**src/ssp_pkg.sv**
```systemverilog
package ssp_pkg;

  // action codes on the input tuser
  localparam logic [1:0] ACT_TICK = 2'd0;
  localparam logic [1:0] ACT_CMD  = 2'd1;
  localparam logic [1:0] ACT_CAL  = 2'd2;

  // work classes handed from front to back
  typedef enum logic [1:0] {
    OP_NOP,
    OP_TICK,
    OP_CMD
  } op_t;

  typedef struct packed {
    op_t         op;
    logic [15:0] prod;   // steer_limit * clamped angle
  } job_t;

  localparam logic [7:0]         LIMIT_RESET = 8'd120;
  localparam logic [7:0]         POS_RESET   = 8'd90;
  localparam logic [12:0]        HIGH_RESET  = 13'd3000;
  localparam logic signed [10:0] ADC_MID     = 11'sd511;
  localparam logic [7:0]         ANGLE_MAX   = 8'd180;

  // reciprocals, exact over the value ranges in use
  localparam logic [20:0] CAL_RECIP  = 21'd2185;    // 2^16 / 30
  localparam logic [32:0] POS_RECIP  = 33'd93207;   // 2^24 / 180
  localparam logic [26:0] HIGH_RECIP = 27'd509740;  // just above 70 * 2^16 / 9
  localparam logic [12:0] HIGH_BASE  = 13'd800;

  // high time in ticks for a position: 2 * (pos * 700 / 90 + 800)
  function automatic logic [12:0] hi_ticks(input logic [7:0] pos);
    logic [26:0] p;
    logic [12:0] q;
    p = {19'b0, pos} * HIGH_RECIP;
    q = {2'b0, p[26:16]};
    return (q + HIGH_BASE) << 1;
  endfunction

endpackage

```
**src/ssp_front.sv**
```systemverilog
module ssp_front
  import ssp_pkg::*;
(
  input  logic       clk,
  input  logic       rst,
  input  logic       in_valid,
  output logic       in_ready,
  input  logic [1:0] action,
  input  logic [7:0] angle,
  input  logic [9:0] adc_sample,
  input  logic [7:0] steer_limit,
  output logic       push_valid,
  input  logic       push_ready,
  output job_t       push_job
);

  logic signed [5:0]  cal_offset;
  logic signed [5:0]  cal_offset_next;
  logic signed [10:0] diff;
  logic [9:0]         mag;
  logic [20:0]        quo_full;
  logic [5:0]         quo;
  logic signed [9:0]  sum;
  logic [7:0]         clamped;
  logic               fire;

  assign in_ready   = push_ready;
  assign push_valid = in_valid;
  assign fire       = in_valid && push_ready;

  // calibration: (sample - 511) / 30 truncated toward zero
  always_comb begin
    diff     = $signed({1'b0, adc_sample}) - ADC_MID;
    mag      = diff[10] ? 10'(-diff) : diff[9:0];
    quo_full = {11'b0, mag} * CAL_RECIP;
    quo      = {1'b0, quo_full[20:16]};
    cal_offset_next = diff[10] ? $signed(-quo) : $signed(quo);
  end

  // command: add offset, clamp to 0..180, scale by limit
  always_comb begin
    sum = $signed({2'b0, angle}) + $signed({{4{cal_offset[5]}}, cal_offset});
    if (sum < 0) begin
      clamped = 8'd0;
    end else if (sum > $signed({2'b0, ANGLE_MAX})) begin
      clamped = ANGLE_MAX;
    end else begin
      clamped = sum[7:0];
    end
  end

  always_comb begin
    push_job.prod = {8'b0, steer_limit} * {8'b0, clamped};
    case (action)
      ACT_TICK: push_job.op = OP_TICK;
      ACT_CMD:  push_job.op = OP_CMD;
      default:  push_job.op = OP_NOP;
    endcase
  end

  always_ff @(posedge clk) begin
    if (rst) begin
      cal_offset <= '0;
    end else if (fire && action == ACT_CAL) begin
      cal_offset <= cal_offset_next;
    end
  end

endmodule

```
**src/ssp_queue.sv**
```systemverilog
module ssp_queue
  import ssp_pkg::*;
#(
  parameter int DEPTH = 4
) (
  input  logic clk,
  input  logic rst,
  input  logic push_valid,
  output logic push_ready,
  input  job_t push_job,
  output logic pop_valid,
  input  logic pop_ready,
  output job_t pop_job
);

  localparam int PW = (DEPTH > 1) ? $clog2(DEPTH) : 1;
  localparam int CW = $clog2(DEPTH + 1);
  localparam logic [PW-1:0] LAST = PW'(DEPTH - 1);
  localparam logic [CW-1:0] FULL = CW'(DEPTH);

  job_t          slots [DEPTH];
  logic [PW-1:0] wr_ptr;
  logic [PW-1:0] rd_ptr;
  logic [CW-1:0] count;
  logic          do_push;
  logic          do_pop;

  assign push_ready = (count != FULL);
  assign pop_valid  = (count != '0);
  assign pop_job    = slots[rd_ptr];
  assign do_push    = push_valid && push_ready;
  assign do_pop     = pop_valid && pop_ready;

  always_ff @(posedge clk) begin
    if (do_push) begin
      slots[wr_ptr] <= push_job;
    end
  end

  always_ff @(posedge clk) begin
    if (rst) begin
      wr_ptr <= '0;
      rd_ptr <= '0;
      count  <= '0;
    end else begin
      if (do_push) begin
        wr_ptr <= (wr_ptr == LAST) ? '0 : wr_ptr + 1'b1;
      end
      if (do_pop) begin
        rd_ptr <= (rd_ptr == LAST) ? '0 : rd_ptr + 1'b1;
      end
      if (do_push && !do_pop) begin
        count <= count + 1'b1;
      end else if (do_pop && !do_push) begin
        count <= count - 1'b1;
      end
    end
  end

endmodule

```
**src/ssp_back.sv**
```systemverilog
module ssp_back
  import ssp_pkg::*;
#(
  parameter int PERIOD_TICKS = 40000
) (
  input  logic        clk,
  input  logic        rst,
  input  logic        pop_valid,
  output logic        pop_ready,
  input  job_t        pop_job,
  output logic        out_valid,
  input  logic        out_ready,
  output logic [23:0] out_data
);

  localparam logic [15:0] PERIOD_W = 16'(PERIOD_TICKS);

  logic [7:0]  steer_position, steer_position_next;
  logic [12:0] high_time, high_time_next;
  logic [15:0] phase_count, phase_count_next;
  logic        out_level, out_level_next;
  logic        running, running_next;
  logic [15:0] high_w;
  logic [15:0] low_time;
  logic [15:0] phase_limit;
  logic [15:0] count_inc;
  logic [32:0] scaled;
  logic        fire;

  assign pop_ready = !out_valid || out_ready;
  assign fire      = pop_valid && pop_ready;

  always_comb begin
    high_w    = {3'b0, high_time};
    low_time  = (high_w >= PERIOD_W) ? 16'd1 : PERIOD_W - high_w;
    phase_limit = out_level ? high_w : low_time;
    count_inc = phase_count + 16'd1;
    // limit * sum / 180
    scaled    = {17'b0, pop_job.prod} * POS_RECIP;

    steer_position_next = steer_position;
    high_time_next      = high_time;
    phase_count_next    = phase_count;
    out_level_next      = out_level;
    running_next        = running;

    case (pop_job.op)
      OP_TICK: begin
        if (running) begin
          phase_count_next = count_inc;
          if (count_inc >= phase_limit) begin
            phase_count_next = '0;
            out_level_next   = !out_level;
            // new high time latched only as a high phase opens
            if (!out_level) begin
              high_time_next = hi_ticks(steer_position);
            end
          end
        end
      end
      OP_CMD: begin
        steer_position_next = scaled[31:24];
        if (!running) begin
          // first command: next tick closes the low phase
          running_next     = 1'b1;
          out_level_next   = 1'b0;
          phase_count_next = low_time - 16'd1;
        end
      end
      default: ;
    endcase
  end

  always_ff @(posedge clk) begin
    if (rst) begin
      steer_position <= POS_RESET;
      high_time      <= HIGH_RESET;
      phase_count    <= '0;
      out_level      <= 1'b0;
      running        <= 1'b0;
      out_valid      <= 1'b0;
    end else begin
      if (fire) begin
        steer_position <= steer_position_next;
        high_time      <= high_time_next;
        phase_count    <= phase_count_next;
        out_level      <= out_level_next;
        running        <= running_next;
        out_valid      <= 1'b1;
      end else if (out_ready) begin
        out_valid <= 1'b0;
      end
    end
  end

  always_ff @(posedge clk) begin
    if (fire) begin
      out_data <= {2'b0, steer_position_next, high_time_next, out_level_next};
    end
  end

endmodule

```
**src/servo_steering_pwm.sv**
```systemverilog
// servo steering pulse generator, 50 Hz frame counted in 0.5 us ticks
//
// input stream: one request per item; tuser selects the kind (tick,
// steering command, calibration sample), tdata carries angle and sample.
// every request yields exactly one result on the output stream: the pin
// level after the request, the high time in use and the scaled position.
// cfg channel writes steer_limit; it is always ready and is meant to be
// written only while no request is in flight.
//
// the front classifies a request, applies the calibration offset, clamps
// and multiplies by the limit in the accept cycle, then pushes into a small
// queue. the back pops one request per cycle while the output is not
// stalled, runs the pulse counter and fills the output register. a request
// passes the queue slot and then the output register on its way out.
//
// reset: limit 120, offset zero, position 90, high time 3000, pin low and
// the generator stopped until the first steering command arrives.
// a stalled receiver holds the output register; the back stops, the queue
// fills and then the input stops taking requests. nothing is dropped.
module servo_steering_pwm
  import ssp_pkg::*;
#(
  parameter int PERIOD_TICKS = 40000,
  parameter int QUEUE_DEPTH  = 4
) (
  input  logic        clk,
  input  logic        rst,
  input  logic        s_axis_tvalid,
  output logic        s_axis_tready,
  input  logic [23:0] s_axis_tdata,   // angle[7:0], adc_sample[17:8], zero pad
  input  logic [1:0]  s_axis_tuser,   // action[1:0]
  output logic        m_axis_tvalid,
  input  logic        m_axis_tready,
  output logic [23:0] m_axis_tdata,   // pwm_level[0], pulse_ticks[13:1],
                                      // position[21:14], zero pad
  input  logic        cfg_valid,
  output logic        cfg_ready,
  input  logic [7:0]  cfg_data        // steer_limit
);

  logic [7:0] steer_limit;
  logic       push_valid;
  logic       push_ready;
  job_t       push_job;
  logic       pop_valid;
  logic       pop_ready;
  job_t       pop_job;

  assign cfg_ready = 1'b1;

  always_ff @(posedge clk) begin
    if (rst) begin
      steer_limit <= LIMIT_RESET;
    end else if (cfg_valid) begin
      steer_limit <= cfg_data;
    end
  end

  // classify, calibrate and pre-scale
  ssp_front u_front (
    .clk         (clk),
    .rst         (rst),
    .in_valid    (s_axis_tvalid),
    .in_ready    (s_axis_tready),
    .action      (s_axis_tuser),
    .angle       (s_axis_tdata[7:0]),
    .adc_sample  (s_axis_tdata[17:8]),
    .steer_limit (steer_limit),
    .push_valid  (push_valid),
    .push_ready  (push_ready),
    .push_job    (push_job)
  );

  // decouples front from a stalled back
  ssp_queue #(
    .DEPTH (QUEUE_DEPTH)
  ) u_queue (
    .clk        (clk),
    .rst        (rst),
    .push_valid (push_valid),
    .push_ready (push_ready),
    .push_job   (push_job),
    .pop_valid  (pop_valid),
    .pop_ready  (pop_ready),
    .pop_job    (pop_job)
  );

  // pulse timing and result register
  ssp_back #(
    .PERIOD_TICKS (PERIOD_TICKS)
  ) u_back (
    .clk       (clk),
    .rst       (rst),
    .pop_valid (pop_valid),
    .pop_ready (pop_ready),
    .pop_job   (pop_job),
    .out_valid (m_axis_tvalid),
    .out_ready (m_axis_tready),
    .out_data  (m_axis_tdata)
  );

endmodule

```
**config.mk**
```make
export PLATFORM = sky130hd
export DESIGN_NAME = servo_steering_pwm
export DESIGN_NICKNAME = d
export VERILOG_FILES = /design/src/ssp_pkg.sv /design/src/ssp_front.sv /design/src/ssp_queue.sv /design/src/ssp_back.sv /design/src/servo_steering_pwm.sv
export SDC_FILE = /design/constraint.sdc
export NUM_CORES = 1
export LEC_CHECK = 0
export BUFFER_PORTS_ARGS = -buffer_cell sky130_fd_sc_hd__buf_2
export CAP_MARGIN = 0
export CORE_MARGIN = 5
export CORE_UTILIZATION = 40
export CTS_CLUSTER_SIZE = 40
export DETAILED_ROUTE_END_ITERATION = 8
export GPL_TIMING_DRIVEN = 0
export PLACE_DENSITY = 0.6
export SLEW_MARGIN = 20
export SYNTH_ARGS = -nofsm -noshare
export SYNTH_HDL_FRONTEND = slang
export SYNTH_SLANG_ARGS = --single-unit
```
**constraint.sdc**
```tcl
create_clock -name clk -period 7.1 [get_ports clk]
set_input_delay 0.71 -clock clk [delete_from_list [all_inputs] [get_ports clk]]
set_output_delay 0.71 -clock clk [all_outputs]
set_load 0.03 [all_outputs]
```
==> flow_metrics.py <==
metrics = {
    "setup_path": {
        "cp_slowest_cell": "fa_1",
        "cp.required_ps": 7320,
        "arrival_ps": 7060,
        "end_kind": "flip-flop",
        "critPathLaunchType": "flip-flop",
        "path_max_fanout": 10,
        "r2r-end": "u_back.out_data[21]$_DFFE_PP_",
        "critPathMaxStageDelay_ps": 560,
        "crit_path_cell_trace": "buf_4 -> mux4_2 -> fa_1 -> inv_1 -> fa_1 -> fa_1 -> inv_1 -> fa_1 -> fa_1 -> fa_1 -> ha_1 -> nand3_1 -> or3_4 -> a211oi_4 -> nor4b_4 -> o21ai_2 -> nand4_1 -> a21bo_2 -> nor3b_1 -> o31ai_2",
        "reg2regPathDepth": 20,
        "criticalPathCategory": "flip-flop to flip-flop",
        "reg2reg_slack_ps": 260,
        "crit_top_cell": "fa_1",
    },
    "placed_design": {
        "hpwl_um": 32500,
        "gp_congestion": 0.872,
        "preCtsSetupSlack_ps": -1220,
        "portBuffers": 51,
    },
    "cells_and_area": {
        "drive_above_1_share_pct": 9.02,
        "multi_input_area_mm2": 0.0128,
        "area_growth_pct": 10.4,
        "regArea_mm2": 0.00409,
        "nets": 2461,
        "diodes": 0,
        "layout_commonest_cell": "ha_1",
        "layout_common_cells": "310 x ha_1, 284 x inv_1, 162 x fa_1",
        "fillers": 4237,
    },
    "yosys": {
        "ys.flop_type": "edfxtp_1",
        "yosysWarnings": 0,
        "yosys_register_bits": 157,
        "postSynthAreaPerCell_um2": 9.70,
        "synthesis.instances": 1863,
        "async_flop_share_pct": 0,
        "synth_edf_count": 94,
        "syn-cell-area_mm2": 0.0181,
        "seq_area_frac_synth_pct": 22.6,
        "synth.distinct_cells": 74,
    },
    "sta": {
        "finalClockSkew_ps": 7.43,
        "slew_headroom_pct": 36.3,
        "setup_slack_ps": 258,
        "fmax_mhz": 146,
        "hold_viol_final": 0,
        "maxSlewViolCount": 0,
        "min_period_ps": 6840,
        "tightest_slew_ps": 956,
        "finalSetupViolCount": 0,
        "fin_crit_sh_pct": 96.4,
        "fin_tns_setup_ps": 0,
        "hold_slack_ps": 469,
    },
    "die": {
        "rows": 77,
        "start_util_pct": 40.7,
        "core_area_mm2": 0.0444,
        "die_w_um": 223,
        "dieArea_mm2": 0.0495,
        "die_h_um": 223,
        "io_pins": 66,
    },
    "route": {
        "num_vias": 13100,
        "drc": 0,
        "wire_per_inst_um": 15.5,
        "via_per_inst": 5.14,
        "totalWireLength_um": 39700,
        "antenna_left": 0,
        "drt_iter0_drc": 599,
        "drt_first_pass_iters": 5,
    },
    "clock_tree": {
        "cts_tree": "built",
        "cts.path.max_buffers": 2,
        "clk_latency_ps": 450,
        "cts_buffers": 17,
        "root_buffer": "clkbuf_16",
        "htreeDepth": 4,
        "cts_num_sinks": 157,
        "cts_hold_buf": 0,
        "clk_pin_slew_ps": 70,
    },
    "status": {
        "outcome": "finished clean",
    },
    "worst_hold_path": {
        "holdCritPathClass": "flip-flop to flip-flop",
        "worstHoldEndpoint": "u_back.out_valid$_SDFFE_PP0P_",
        "holdPathStages": 2,
        "worstHoldStart": "u_back.out_valid$_SDFFE_PP0P_",
    },
    "grt": {
        "grt_pass1_vias": 13400,
        "grt_pass1_wl_um": 66400,
        "antenna_found_initial": 3,
        "grt_max_degree": 30,
        "overflow": 0,
        "track_usage_pct": 16.2,
    },
    "run": {
        "cap_violations": 0,
    },
}
flip-flops by register name (all words and copies together) (netlist names), named ones only:
name	count
u_back.steer_position	8
u_back.high_time	13
u_back.out_data	22
u_back.out_level	1
u_queue.rd_ptr	2
steer_limit	8
u_queue.count	3
u_back.running	1
u_back.phase_count	16
u_back.out_valid	1
u_queue.slots	72
u_queue.wr_ptr	2
u_front.cal_offset	6
area by class of cell:
type | count | share of cell area, %
multi-input combinational | 1366 | 64.3
tap | 592 | 3.71
clock inverter | 15 | 0.846
inverter | 285 | 5.36
timing repair buffer | 69 | 1.94
sequential | 157 | 20.5
buffer | 54 | 1.24
clock buffer | 17 | 2.13
stage by stage:
stage	util, %	instances	cell area [µm²]
2_1_floorplan	-	1864	18100
3_3_place_gp	42.9	2507	19100
3_5_place_dp	43.0	2508	19100
4_1_cts	44.5	2543	19800
5_1_grt	44.9	2555	20000
6_report	44.9	2555	20000
cells in the mapped netlist, drive strengths merged, types with 4 or more instances:
cell type | count | area share, %
ha | 310 | 21
inv | 284 | 5.9
fa | 162 | 18
nand2 | 154 | 3.2
nor2 | 117 | 2.4
edfxtp | 94 | 16
a21oi | 70 | 1.9
xnor2 | 66 | 3.2
dfxtp | 63 | 7.0
o21ai | 63 | 1.7
and2 | 41 | 1.4
clkbuf | 39 | 0.81
nand3 | 37 | 1.0
xor2 | 34 | 1.6
nor3 | 26 | 0.75
nand4 | 23 | 0.80
or3 | 20 | 0.69
mux4 | 18 | 2.2
a31oi | 17 | 0.59
buf | 17 | 0.49
a21o | 16 | 0.66
mux2i | 15 | 0.83
or2 | 15 | 0.52
nand2b | 12 | 0.42
and3 | 11 | 0.38
a211oi | 10 | 0.42
nor2b | 10 | 0.35
o21a | 10 | 0.42
a21boi | 7 | 0.29
o21bai | 7 | 0.29
nor4b | 6 | 0.29
o2111ai | 6 | 0.29
a2111oi | 5 | 0.24
a211o | 5 | 0.24
a22oi | 5 | 0.21
nor4 | 5 | 0.17
o211ai | 5 | 0.21
o41ai | 5 | 0.39
mux2 | 4 | 0.25
o31a | 4 | 0.19
o31ai | 4 | 0.17
worst max-delay path by stage:
stage                                                        to  cells after the start
after floorplan           u_back.steer_position[7]$_SDFFE_PP0P_                     21
after detailed placement          u_back.out_data[21]$_DFFE_PP_                     21
after global routing             u_queue.slots[3][15]$_DFFE_PP_                     27
final                             u_back.out_data[21]$_DFFE_PP_                     20
after CTS                         u_back.out_data[21]$_DFFE_PP_                     21
after global placement            u_back.out_data[21]$_DFFE_PP_                     21
layer usage:
| layer | part of all wire, % | vias up | wire length (µm) | global-route usage, % |
|---|---|---|---|---|
| met1 | 48 | 6373 | 19100 | 21.9 |
| met4 | 1.9 | 6 | 748 | 3.79 |
| li1 | - | 6510 | - | - |
| met5 | 0.093 | - | 37 | 0 |
| met2 | 47 | 201 | 18500 | 27.2 |
| met3 | 3.5 | 50 | 1410 | 2.78 |
what timing repair did:
| item | CTS | global route |
|---|---|---|
| pin swaps | 3 | 7 |
| buffers inserted | 4 | 13 |
| resized for setup | 26 | 24 |
| setup endpoints to repair | 32 | 35 |
| endpoints found under the hold margin | 0 | 0 |
critical path: cells and delay by family (launching register included):
kind / cells / cell delay, ps
and+or+nand+nor: 5 / 850
DFF: 1 / 460
buffers and inverters: 3 / 370
adders and majority gates: 7 / 3380
AOI/OAI and AO/OA: 4 / 1150
muxes: 1 / 400
logic make-up after synthesis:
| family | synth area share [%] |
|---|---|
| compound gates | 9.62 |
| fa+ha+maj | 39.4 |
| mux | 3.32 |
| flops | 22.6 |
| other cells | 0.0415 |
| simple gates | 13.0 |
| xor+xnor | 4.85 |
| buf+inv | 7.22 |
Power is not shown: default switching activity piles up to over one toggle a cycle in this logic, so the estimate is an artifact.
